File: src/hdl/tcbrr_pkg.sv
package tcbrr_pkg;

   // Field widths of the request and response words.
   localparam int ACTION_W        = 1;
   localparam int TASK_SLOT_W     = 3;
   localparam int GRANTED_SLOT_W  = 3;
   localparam int DESC_W          = 13;
   localparam int BURST_W         = 4;

   // Configuration port shape.
   localparam int CSR_INDEX_W     = 2;
   localparam int CSR_DATA_W      = 13;

   // Default slot count and reset values.
   localparam int NUM_SLOTS_DEFAULT        = 8;
   localparam int MAIN_BURST_LENGTH_RESET  = 4;

   // Wide enough to hold any slot index plus one full turn (up to 128 slots).
   localparam int IDX_CMP_W       = 8;

   typedef enum logic [ACTION_W-1:0] {
      ACTION_PICK  = 1'b0,
      ACTION_EVICT = 1'b1
   } action_type;

   typedef enum logic [CSR_INDEX_W-1:0] {
      CSR_MAIN_BURST_LENGTH         = 2'd0,
      CSR_MAIN_DESCRIPTOR_BASE      = 2'd1,
      CSR_COMPANION_DESCRIPTOR_BASE = 2'd2
   } csr_index_type;

   typedef enum logic [1:0] {
      ST_IDLE,
      ST_EXEC,
      ST_RESP
   } state_type;

   // Commands from the controller to the datapath.
   typedef struct packed {
      logic capture;
      logic execute;
   } ctrl_cmd_type;

   // Status from the datapath to the controller.
   typedef struct packed {
      logic is_pick;
   } dp_status_type;

endpackage

File: src/hdl/tcbrr_req_if.sv
interface tcbrr_req_if import tcbrr_pkg::*; ();
   logic                   valid;
   logic                   ready;
   logic [ACTION_W-1:0]    action;
   logic [TASK_SLOT_W-1:0] task_slot;

   modport source (output valid, output action, output task_slot, input ready);
   modport sink   (input valid, input action, input task_slot, output ready);
   modport monitor (input valid, input ready, input action, input task_slot);
endinterface

File: src/hdl/tcbrr_rsp_if.sv
interface tcbrr_rsp_if import tcbrr_pkg::*; ();
   logic                      valid;
   logic                      ready;
   logic                      granted;
   logic                      granted_class;
   logic [GRANTED_SLOT_W-1:0] granted_slot;
   logic [DESC_W-1:0]         descriptor_index;

   modport source (output valid, output granted, output granted_class,
                   output granted_slot, output descriptor_index, input ready);
   modport sink   (input valid, input granted, input granted_class,
                   input granted_slot, input descriptor_index, output ready);
   modport monitor (input valid, input ready, input granted, input granted_class,
                    input granted_slot, input descriptor_index);
endinterface

File: src/hdl/tcbrr_datapath.sv
module tcbrr_datapath import tcbrr_pkg::*; #(
   parameter int NUM_SLOTS = NUM_SLOTS_DEFAULT
) (
   input  logic                      clock,
   input  logic                      reset,
   input  ctrl_cmd_type              cmd,
   output dp_status_type             status,
   input  logic [ACTION_W-1:0]       req_action,
   input  logic [TASK_SLOT_W-1:0]    req_task_slot,
   input  logic                      csr_write_enable,
   input  logic [CSR_INDEX_W-1:0]    csr_index,
   input  logic [CSR_DATA_W-1:0]     csr_write_data,
   output logic                      rsp_granted,
   output logic                      rsp_granted_class,
   output logic [GRANTED_SLOT_W-1:0] rsp_granted_slot,
   output logic [DESC_W-1:0]         rsp_descriptor_index
);

   localparam int SLOT_W = $clog2(NUM_SLOTS);
   localparam int CNT_W  = $clog2(NUM_SLOTS + 1);

   // Configuration registers.
   logic [BURST_W-1:0] main_burst_length_ff;
   logic [DESC_W-1:0]  main_base_ff;
   logic [DESC_W-1:0]  companion_base_ff;

   // Scheduler state.
   logic [NUM_SLOTS-1:0] live_mask_ff, live_mask_in;
   logic [CNT_W-1:0]     live_count_ff, live_count_in;
   logic [SLOT_W-1:0]    main_last_ff, main_last_in;
   logic [SLOT_W-1:0]    companion_last_ff, companion_last_in;
   logic [BURST_W-1:0]   main_remaining_ff, main_remaining_in;
   logic [CNT_W-1:0]     companion_remaining_ff, companion_remaining_in;

   // Captured request word.
   logic [ACTION_W-1:0]    action_ff;
   logic [TASK_SLOT_W-1:0] task_slot_ff;

   // Result word.
   logic                      granted_ff, granted_in;
   logic                      class_ff, class_in;
   logic [GRANTED_SLOT_W-1:0] slot_ff, slot_in;
   logic [DESC_W-1:0]         desc_ff, desc_in;

   logic               main_phase;
   logic               companion_phase;
   logic [SLOT_W-1:0]  search_last;
   logic               found;
   logic [SLOT_W-1:0]  found_slot;
   logic [IDX_CMP_W-1:0] evict_ext;
   logic [SLOT_W-1:0]  evict_idx;
   logic               evict_hit;
   logic [BURST_W-1:0] burst_reload;

   // Configuration writes; unknown indexes are dropped.
   always_ff @(posedge clock) begin
      if (reset) begin
         main_burst_length_ff <= BURST_W'(MAIN_BURST_LENGTH_RESET);
         main_base_ff         <= '0;
         companion_base_ff    <= '0;
      end else if (csr_write_enable) begin
         case (csr_index)
            CSR_MAIN_BURST_LENGTH:         main_burst_length_ff <= csr_write_data[BURST_W-1:0];
            CSR_MAIN_DESCRIPTOR_BASE:      main_base_ff         <= csr_write_data[DESC_W-1:0];
            CSR_COMPANION_DESCRIPTOR_BASE: companion_base_ff    <= csr_write_data[DESC_W-1:0];
            default: ;
         endcase
      end
   end

   // Request capture.
   always_ff @(posedge clock) begin
      if (cmd.capture) begin
         action_ff    <= req_action;
         task_slot_ff <= req_task_slot;
      end
   end

   assign status.is_pick = (action_ff == ACTION_PICK);

   // The active phase picks which round-robin pointer drives the search.
   assign main_phase      = (main_remaining_ff != '0);
   assign companion_phase = (companion_remaining_ff != '0);
   assign search_last     = main_phase ? main_last_ff : companion_last_ff;

   // Rotating priority encoder: first live slot after the pointer.
   always_comb begin
      logic [IDX_CMP_W-1:0] cand;
      found      = 1'b0;
      found_slot = '0;
      for (int k = NUM_SLOTS - 1; k >= 0; k--) begin
         cand = IDX_CMP_W'(search_last) + IDX_CMP_W'(k + 1);
         if (cand >= IDX_CMP_W'(NUM_SLOTS)) begin
            cand = cand - IDX_CMP_W'(NUM_SLOTS);
         end
         if (live_mask_ff[cand[SLOT_W-1:0]]) begin
            found      = 1'b1;
            found_slot = cand[SLOT_W-1:0];
         end
      end
   end

   // Eviction target; slots beyond the slot count are ignored.
   assign evict_ext = IDX_CMP_W'(task_slot_ff);
   assign evict_idx = evict_ext[SLOT_W-1:0];
   assign evict_hit = (evict_ext < IDX_CMP_W'(NUM_SLOTS)) && live_mask_ff[evict_idx];

   // A zero burst length reloads as one.
   assign burst_reload = (main_burst_length_ff == '0) ? BURST_W'(1) : main_burst_length_ff;

   // Next-state and result logic for one executed word.
   always_comb begin
      live_mask_in           = live_mask_ff;
      live_count_in          = live_count_ff;
      main_last_in           = main_last_ff;
      companion_last_in      = companion_last_ff;
      main_remaining_in      = main_remaining_ff;
      companion_remaining_in = companion_remaining_ff;
      granted_in             = granted_ff;
      class_in               = class_ff;
      slot_in                = slot_ff;
      desc_in                = desc_ff;
      if (cmd.execute) begin
         if (!status.is_pick) begin
            if (evict_hit) begin
               live_mask_in[evict_idx] = 1'b0;
               live_count_in           = live_count_ff - CNT_W'(1);
            end
         end else begin
            granted_in = 1'b0;
            class_in   = 1'b0;
            slot_in    = '0;
            desc_in    = '0;
            if (main_phase && found) begin
               main_last_in      = found_slot;
               main_remaining_in = main_remaining_ff - BURST_W'(1);
               if (main_remaining_ff == BURST_W'(1)) begin
                  companion_remaining_in = live_count_ff;
               end
               granted_in = 1'b1;
               slot_in    = GRANTED_SLOT_W'(IDX_CMP_W'(found_slot));
               desc_in    = main_base_ff + DESC_W'(found_slot);
            end else if (!main_phase && companion_phase && found) begin
               companion_last_in      = found_slot;
               companion_remaining_in = companion_remaining_ff - CNT_W'(1);
               if (companion_remaining_ff == CNT_W'(1)) begin
                  main_remaining_in = burst_reload;
               end
               granted_in = 1'b1;
               class_in   = 1'b1;
               slot_in    = GRANTED_SLOT_W'(IDX_CMP_W'(found_slot));
               desc_in    = companion_base_ff + DESC_W'(found_slot);
            end
         end
      end
   end

   // Scheduler state registers.
   always_ff @(posedge clock) begin
      if (reset) begin
         live_mask_ff           <= '1;
         live_count_ff          <= CNT_W'(NUM_SLOTS);
         main_last_ff           <= SLOT_W'(NUM_SLOTS - 1);
         companion_last_ff      <= SLOT_W'(NUM_SLOTS - 1);
         main_remaining_ff      <= BURST_W'(MAIN_BURST_LENGTH_RESET);
         companion_remaining_ff <= '0;
      end else begin
         live_mask_ff           <= live_mask_in;
         live_count_ff          <= live_count_in;
         main_last_ff           <= main_last_in;
         companion_last_ff      <= companion_last_in;
         main_remaining_ff      <= main_remaining_in;
         companion_remaining_ff <= companion_remaining_in;
      end
   end

   // Result word register.
   always_ff @(posedge clock) begin
      granted_ff <= granted_in;
      class_ff   <= class_in;
      slot_ff    <= slot_in;
      desc_ff    <= desc_in;
   end

   assign rsp_granted          = granted_ff;
   assign rsp_granted_class    = class_ff;
   assign rsp_granted_slot     = slot_ff;
   assign rsp_descriptor_index = desc_ff;

endmodule

File: src/hdl/tcbrr_controller.sv
module tcbrr_controller import tcbrr_pkg::*; (
   input  logic          clock,
   input  logic          reset,
   input  logic          req_valid,
   output logic          req_ready,
   output logic          rsp_valid,
   input  logic          rsp_ready,
   input  dp_status_type status,
   output ctrl_cmd_type  cmd
);

   state_type state_ff, state_in;

   // State register.
   always_ff @(posedge clock) begin
      if (reset) begin
         state_ff <= ST_IDLE;
      end else begin
         state_ff <= state_in;
      end
   end

   // Next state and handshake outputs.
   always_comb begin
      state_in    = state_ff;
      req_ready   = 1'b0;
      rsp_valid   = 1'b0;
      cmd.capture = 1'b0;
      cmd.execute = 1'b0;
      unique case (state_ff)
         ST_IDLE: begin
            req_ready = 1'b1;
            if (req_valid) begin
               cmd.capture = 1'b1;
               state_in    = ST_EXEC;
            end
         end
         ST_EXEC: begin
            cmd.execute = 1'b1;
            state_in    = status.is_pick ? ST_RESP : ST_IDLE;
         end
         ST_RESP: begin
            rsp_valid = 1'b1;
            if (rsp_ready) begin
               state_in = ST_IDLE;
            end
         end
         default: state_in = ST_IDLE;
      endcase
   end

endmodule

File: src/hdl/two_class_burst_round_robin.sv
// Two-class burst round-robin task scheduler.
// The req channel carries one word per operation: action pick or evict, and
// task_slot for an evict. Every pick returns one word on the rsp channel with
// granted, granted_class, granted_slot and descriptor_index; an evict returns
// nothing. The csr port writes burst length and the two descriptor bases
// whenever csr_write_enable is high; write only while no operation is open.
// One word is in flight at a time. A pick is accepted in the idle state,
// decided in the next cycle by a single rotating priority encoder over the
// live mask, and its response is valid from the cycle after that; an evict
// is executed in the execute state and returns to idle with no response.
// The response stays in its output register while rsp.ready is low; no new
// request is taken until it has been delivered.
// Synchronous reset marks every slot live, points both round-robin pointers
// at the last slot, loads a main burst of four and restores the registers to
// their defaults. No clearing pass is needed after reset.
module two_class_burst_round_robin import tcbrr_pkg::*; #(
   parameter int NUM_SLOTS = NUM_SLOTS_DEFAULT
) (
   input  logic                   clock,
   input  logic                   reset,
   tcbrr_req_if.sink              req,
   tcbrr_rsp_if.source            rsp,
   input  logic                   csr_write_enable,
   input  logic [CSR_INDEX_W-1:0] csr_index,
   input  logic [CSR_DATA_W-1:0]  csr_write_data
);

   ctrl_cmd_type  cmd;
   dp_status_type status;

   // Sequencing and handshakes.
   tcbrr_controller u_controller (
      .clock     (clock),
      .reset     (reset),
      .req_valid (req.valid),
      .req_ready (req.ready),
      .rsp_valid (rsp.valid),
      .rsp_ready (rsp.ready),
      .status    (status),
      .cmd       (cmd)
   );

   // Scheduler state, search and result word.
   tcbrr_datapath #(
      .NUM_SLOTS (NUM_SLOTS)
   ) u_datapath (
      .clock                (clock),
      .reset                (reset),
      .cmd                  (cmd),
      .status               (status),
      .req_action           (req.action),
      .req_task_slot        (req.task_slot),
      .csr_write_enable     (csr_write_enable),
      .csr_index            (csr_index),
      .csr_write_data       (csr_write_data),
      .rsp_granted          (rsp.granted),
      .rsp_granted_class    (rsp.granted_class),
      .rsp_granted_slot     (rsp.granted_slot),
      .rsp_descriptor_index (rsp.descriptor_index)
   );

endmodule

File: src/flat_wrapper.sv
// flat-port wrapper written by rule: the top's interface ports become plain ports
module two_class_burst_round_robin_flat import tcbrr_pkg::*;
#(
   parameter int NUM_SLOTS = NUM_SLOTS_DEFAULT
)
  (clock, reset, csr_write_enable, csr_index, csr_write_data, req_valid, req_action, req_task_slot, req_ready, rsp_valid, rsp_granted, rsp_granted_class, rsp_granted_slot, rsp_descriptor_index, rsp_ready);
  tcbrr_req_if req_i ();
  tcbrr_rsp_if rsp_i ();
  input  logic clock;
  input  logic reset;
  input  logic csr_write_enable;
  input  logic [CSR_INDEX_W-1:0] csr_index;
  input  logic [CSR_DATA_W-1:0] csr_write_data;
  input wire logic [$bits(req_i.valid)-1:0] req_valid;
  input wire logic [$bits(req_i.action)-1:0] req_action;
  input wire logic [$bits(req_i.task_slot)-1:0] req_task_slot;
  output wire logic [$bits(req_i.ready)-1:0] req_ready;
  output wire logic [$bits(rsp_i.valid)-1:0] rsp_valid;
  output wire logic [$bits(rsp_i.granted)-1:0] rsp_granted;
  output wire logic [$bits(rsp_i.granted_class)-1:0] rsp_granted_class;
  output wire logic [$bits(rsp_i.granted_slot)-1:0] rsp_granted_slot;
  output wire logic [$bits(rsp_i.descriptor_index)-1:0] rsp_descriptor_index;
  input wire logic [$bits(rsp_i.ready)-1:0] rsp_ready;
  assign req_i.valid = req_valid;
  assign req_i.action = req_action;
  assign req_i.task_slot = req_task_slot;
  assign req_ready = req_i.ready;
  assign rsp_valid = rsp_i.valid;
  assign rsp_granted = rsp_i.granted;
  assign rsp_granted_class = rsp_i.granted_class;
  assign rsp_granted_slot = rsp_i.granted_slot;
  assign rsp_descriptor_index = rsp_i.descriptor_index;
  assign rsp_i.ready = rsp_ready;
  two_class_burst_round_robin #(.NUM_SLOTS(NUM_SLOTS)) u_core (.clock(clock), .reset(reset), .req(req_i), .rsp(rsp_i), .csr_write_enable(csr_write_enable), .csr_index(csr_index), .csr_write_data(csr_write_data));
endmodule
File: config.mk
export PLATFORM = sky130hd
export DESIGN_NAME = two_class_burst_round_robin_flat
export DESIGN_NICKNAME = d
export VERILOG_FILES = /design/src/hdl/tcbrr_pkg.sv /design/src/hdl/tcbrr_req_if.sv /design/src/hdl/tcbrr_rsp_if.sv /design/src/hdl/tcbrr_datapath.sv /design/src/hdl/tcbrr_controller.sv /design/src/hdl/two_class_burst_round_robin.sv /design/src/flat_wrapper.sv
export SDC_FILE = /design/constraint.sdc
export NUM_CORES = 1
export LEC_CHECK = 0
export BUFFER_PORTS_ARGS = -buffer_cell sky130_fd_sc_hd__buf_2
export CORE_UTILIZATION = 30
export CTS_CLUSTER_DIAMETER = 40
export DETAILED_ROUTE_END_ITERATION = 10
export PLACE_DENSITY_LB_ADDON = 0.2
export SLEW_MARGIN = 40
export SYNTH_ARGS = -nofsm -noshare
export SYNTH_HDL_FRONTEND = slang
export SYNTH_SLANG_ARGS = --single-unit
File: constraint.sdc
create_clock -name clock -period 10.3 [get_ports clock]
set_clock_uncertainty 0.15 [all_clocks]
set_input_delay 2.06 -clock clock [delete_from_list [all_inputs] [get_ports clock]]
set_output_delay 2.06 -clock clock [all_outputs]
set_load 0.03 [all_outputs]
# Word level (Yosys, flattened, before mapping)
# Index checks and enable logic that the tools add are counted.
# word_totals
ff_bits	80
input_bits	24
output_inout_bits	20
# classes
order_cmp	19
mux	66
reduce_logical	23
addsub	21
bitwise_logic	4
eq_ne	9
# ops
op	n
3-bit two-way mux	19
3-bit by 4-bit less-than comparator with 1-bit output (second input constant)	10
4-bit >= comparator (second input constant)	7
4-bit two-way mux	7
1-bit binary-select mux with 3-bit select	9
13-bit by 3-bit adder with 13-bit output	2
13-bit two-way mux	2
1-bit two-way mux	24
3-bit by 1-bit subtractor with 3-bit output (second input constant)	8
3-bit by 3-bit adder with 4-bit output (second input constant)	4
4-bit AND reduction	3
4-bit by 1-bit subtractor with 4-bit output (second input constant)	3
2-bit AND reduction	5
3-bit by 2-bit adder with 4-bit output (second input constant)	2
8-bit bitwise AND	1
4-bit by 1-bit == test with 1-bit output (second input constant)	2
8-bit NOT	1
4-bit nonzero test	2
2-bit two-way mux	3
2-bit case mux with 3 select lines	1
3-bit AND reduction	2
3-bit by 4-bit adder with 5-bit output (second input constant)	1
5-bit by 4-bit >= comparator with 1-bit output (second input constant)	1
1-bit logical AND	5
12 further kinds	18

# Longest topological paths before layout
# depth
depth_word	18
ltp_mapped	22

# Hierarchy
# From an unflattened synthesis, not the netlist that was laid out.
# hier_totals
cells_unflattened	554
area_unflattened_um2	4913.5
# modules_own_cells
module	cells_each	area_per_inst_um2	instances
tcbrr_datapath	544	4820.9	1
tcbrr_controller	10	92.6	1

# Worst setup path after synthesis
# No wires, ideal clock.
# synth_path
path_kind	register to register
from	register u_core.u_datapath.main_remaining_ff[0]
to	register u_core.u_datapath.desc_ff[7], in the netlist u_core.u_datapath.rsp_descriptor_index[7] (data pin)
synth_period_minus_slack_ns	4.910
stages_incl_launch_ff	20
slack_ns	5.390
arrival_time_ns	4.498
n_path_buf	1
cell_sequence	dfxtp_1 inv_1 ha_1 or3b_1 buf_6 mux2i_4 inv_4 ha_1 mux4_2 a2111o_1 o21a_1 a31o_1 a211oi_2 or2_1 ha_1 and3_1 a211oi_1 nor3_1 xnor2_1 o22ai_1
# synth_between
elab_chain_cells	18
word_cells_on_any_way	74
# synth_lines
element	line	text
from (decl)	tcbrr_datapath.sv:32	logic [BURST_W-1:0] main_remaining_ff, main_remaining_in;
from (signal assigned)	tcbrr_datapath.sv:165	main_remaining_ff <= BURST_W'(MAIN_BURST_LENGTH_RESET);
from (signal assigned)	tcbrr_datapath.sv:172	main_remaining_ff <= main_remaining_in;
4-bit nonzero test (*)	tcbrr_datapath.sv:82	assign main_phase = (main_remaining_ff != '0);
3-bit two-way mux (*)	tcbrr_datapath.sv:84	assign search_last = main_phase ? main_last_ff : companion_last_ff;
3-bit by 4-bit adder with 5-bit output	tcbrr_datapath.sv:92	cand = IDX_CMP_W'(search_last) + IDX_CMP_W'(k + 1);
5-bit by 4-bit >= comparator with 1-bit output or 3-bit by 1-bit subtractor with 3-bit output (tied branches)	tcbrr_datapath.sv:93, tcbrr_datapath.sv:94	
3-bit two-way mux	tcbrr_datapath.sv:93	if (cand >= IDX_CMP_W'(NUM_SLOTS)) begin
1-bit binary-select mux with 3-bit select	tcbrr_datapath.sv:96	if (live_mask_ff[cand[SLOT_W-1:0]]) begin
1-bit two-way mux (implied by the code)	tcbrr_datapath.sv:96	
3-bit two-way mux (7 in series)	tcbrr_datapath.sv:96	
3-bit two-way mux (*)	tcbrr_datapath.sv:96	
net u_core.u_datapath.found_slot[1]	tcbrr_datapath.sv:49	logic [SLOT_W-1:0] found_slot;
13-bit by 3-bit adder with 13-bit output	tcbrr_datapath.sv:152	desc_in = companion_base_ff + DESC_W'(found_slot);
13-bit two-way mux	tcbrr_datapath.sv:143	end else if (!main_phase && companion_phase && found) begin
13-bit two-way mux (*)	tcbrr_datapath.sv:134	if (main_phase && found) begin
to (signal assigned)	tcbrr_datapath.sv:182	desc_ff <= desc_in;
to (decl)	tcbrr_datapath.sv:43	logic [DESC_W-1:0] desc_ff, desc_in;
# Mark *: on every way through the listed nets, which the timed path passes. The rest lies on a longest branch. The select of a mux whose other input is x is not followed.
# A chain may end at the register's enable or synchronous reset.

# Worst setup path after layout
# Same ends and word-level chain as after synthesis.

==> impl_results.md <==
- DRC viols: 0
- Run status: finished clean
- I/O pin count: 44
- Buf+Inv Stages, Crit Path: 2
- Global-route wire length before repair: around 19 mm
- Worst reg2reg startpoint: u_core.u_datapath.main_remaining_ff[0]$_SDFFE_PP0P_
- Main combinational cell family by area after synthesis: simple AND/OR/NAND/NOR gates
- RSZ-0062 raised after global routing: false
- Share of cells above drive strength 1: 16.9%
- FFs w/ async S/R, synth: 0%
- Drt via density: 5.06
- Seq/Total Area, Yosys: a little under two fifths
- Nets: between 600 and 700
- TritonRoute pass-1 iters: 5
- Endpoint type of the worst setup path: register
- Setup CP Type: register to register
- WP data arrival: 5.58 ns
- Period Utilization, post-route: a little over half
- Crit-path cells: inv_1, ha_1, or3b_2, mux2i_1, inv_2, ha_1, mux4_2, a2111o_1, o21a_1, a31o_1, a211oi_2, or2_1, ha_1, and3_1, a211oi_1, nor3_1, xnor2_1, o22ai_1
- Worst-path clk slew: 0.06 ns
- Post-CTS setup buffer count: 0
- Hold Path Class: register to register
- Hold path start: u_core.u_datapath.main_base_ff[0]$_SDFFE_PP0P_
- I/O Buffers: 43
- Synthesized cell area: 4850 sq um
- MaxCap Viol Count: 0
- Synth Area in Simple Gates: 20.3%
- Global-route usage over all layers: approximately 15%
- Final GP Congestion: about 0.88
- F_max: 0.177 GHz
- Mux cell area share after synthesis: 10.2%
- Clock Path Buffers: 2
- Crit start category: register
- Max stage delay on crit path: 0.71 ns
- # diodes: 0
- GR Layer Usage met1: roughly a fifth
- Cells after Synth: ~540
- Clock sinks: 80
- Area Overhead vs Synth: 14.2%
- Synth Register Bits: 80
- CTS Hold Buffers Added: 0
- Fin. max-slew vios: 0
- Die ar.: roughly 17,000 sq um
- Initial core utilization: 30.7%
- Crit-path most repeated cell: ha_1
- Fin crit period: approximately 5.7 ns
- Power density cells: 140 nW/um^2
- Post-cts sizing count: 0
- Clock latency on the worst-skew pair: ~0.35 ns
- Yosys warns: 0
- # setup viols final: 0
- Synth Flop Type: dfxtp_1
- Post-synth EDFFs: 22
- Met3 GRT Util: 2.11%
- GR peak layer: met2
- Syn Area/Cell: 9.02 sq um
- Most frequent cells in the layout: 92 x nand2_1, 58 x dfxtp_1, 43 x buf_2, 42 x nor2_1, 42 x a21oi_1
- Worst endpoint required time: 10.22 ns
- Net Count, Synth: 577
- Final Hold Fails: 0
- Drt wl/cell: about 15 microns
- Met2 GRT Util: 22.1%
- Crit path from: u_core.u_datapath.main_remaining_ff[0]$_SDFFE_PP0P_
- Synth cell types: 79
- Hpwl dp: 8.63 mm
- Cell family with most CP delay: compound AO/OA/AOI/OAI gates
- Largest fanout on the critical path: 17
- Synth Area in Compound Gates: 18.3%
- GR Overflow Total: 0
- Die width: 129 microns
- Clk root buf: clkbuf_16
- Final setup TNS: 0 ns
- CTS tree: done
- Row cnt: 46
- Post-Place Setup Slack: 4.52 ns
- Worst-Margin Slew: between 0.7 and 0.8 ns
- Commonest non-fill, non-tap cell in the layout: nand2_1
- Slew HR: 47.0%
- Post-synthesis adder-cell area fraction: 4.18%
- Xor/xnor cell area share of the yosys netlist: 5.42%
- Via count: approximately 4k
- Leak: around 2 nW
- Final ANT Viol Nets: 0
- Peak supply drop: 0.0000736 V
- DIE HEIGHT: 129 microns
- Initial antenna violation count: 0
- CTS Buf Count: 9
- PnR worst setup slack: 4.65 ns
- Largest net degree at the start of global routing: 64
- Core area: 15,800 sq um
- WL final: 11.7 mm
- CP max-delay cell: or3b_2
- Htree depth: 3
- DR iter-0 viols: 225
- Vias in the first global route: 3,662
worst reg2reg max path, cell delays in order, from the launching register on:
cell and delay, ns:
dfxtp_1 0.34, inv_1 0.08, ha_1 0.24, or3b_2 0.71
mux2i_1 0.36, inv_2 0.14, ha_1 0.35, mux4_2 0.41
a2111o_1 0.40, o21a_1 0.13, a31o_1 0.21, a211oi_2 0.33
or2_1 0.25, ha_1 0.25, and3_1 0.16, a211oi_1 0.48
nor3_1 0.15, xnor2_1 0.16, o22ai_1 0.09
cell type report:
class,count,area [sq um]
fillers,1640,10300
flip-flops and latches,80,1820
inverters,20,77.6
well taps,216,270
clock inverters,6,73.8
multi-input cells,414,2840
repair buffers,44,223
clock buffers,10,239
where the power goes:
group / switching (W) / leakage [nW] / internal, W
Sequential: 0.0000118 / 0.669 / 0.000335
Combinational: 0.0000605 / 1.23 / 0.0000380
Clock: 0.000136 / 0.154 / 0.000198
through the flow:
stage                     area (sq um)  total power (W)  hold slack [ns]  util (%)  std cells
after floorplan                   4850         0.000425            0.290         -        538
after detailed placement          5230         0.000452            0.312      33.0        774
after global routing              5540         0.000814            0.347      35.0        790
after global placement            5230         0.000452            0.307      33.0        774
final                             5540         0.000779            0.321      35.0        790
after CTS                         5540         0.000789            0.321      35.0        790
sequential cells by signal (all words and copies together) (netlist names), 4 cells and up:
name / cells
u_core.u_datapath.companion_base_ff: 13
u_core.u_datapath.companion_remaining_ff: 4
u_core.u_datapath.live_count_ff: 4
u_core.u_datapath.live_mask_ff: 8
u_core.u_datapath.main_base_ff: 13
u_core.u_datapath.main_burst_length_ff: 4
u_core.u_datapath.main_remaining_ff: 4
u_core.u_datapath.rsp_descriptor_index: 13
kinds of logic after synthesis:
group | count (synthesis)
compound gates | 128
simple gates | 205
xor+xnor | 30
mux | 36
fa+ha+maj | 15
buf+inv | 44
flops | 80
path summary, 6_finish.rpt:
| check | end | slack, ns | cells after the start |
|---|---|---|---|
| max reg2reg | u_core.u_datapath.rsp_descriptor_index[7]$_DFFE_PP_ | 4.65 | 18 |
| min reg2reg | u_core.u_datapath.main_base_ff[0]$_SDFFE_PP0P_ | 0.32 | 2 |
| min | u_core.u_datapath.main_base_ff[0]$_SDFFE_PP0P_ | 0.32 | 2 |
| max | u_core.u_datapath.rsp_descriptor_index[7]$_DFFE_PP_ | 4.65 | 18 |
synthesized netlist by cell type (6+ instances only):
library cell / instances / area share (%)
nand2_1: 92 / 7.1
dfxtp_1: 58 / 24
a21oi_1: 42 / 4.3
nor2_1: 42 / 3.2
edfxtp_1: 22 / 14
mux2i_1: 20 / 4.1
xnor2_1: 18 / 3.2
clkbuf_1: 17 / 1.3
inv_1: 17 / 1.3
a21o_1: 13 / 2.0
ha_1: 13 / 3.4
xor2_1: 12 / 2.2
o22ai_1: 11 / 1.4
o21ai_0: 9 / 0.93
and3_1: 8 / 1.0
mux4_2: 8 / 3.7
nand3_1: 8 / 0.83
nor3_1: 8 / 0.83
nand2b_1: 6 / 0.77
nand4_1: 6 / 0.77
layer usage:
metal | vias up | wire length [microns]
li1 | 2012 | -
met1 | 1900 | 5970
met2 | 67 | 5090
met3 | 16 | 324
met4 | 0 | 272
met5 | - | 0
Note: power is estimated with default switching activity, not from simulation.
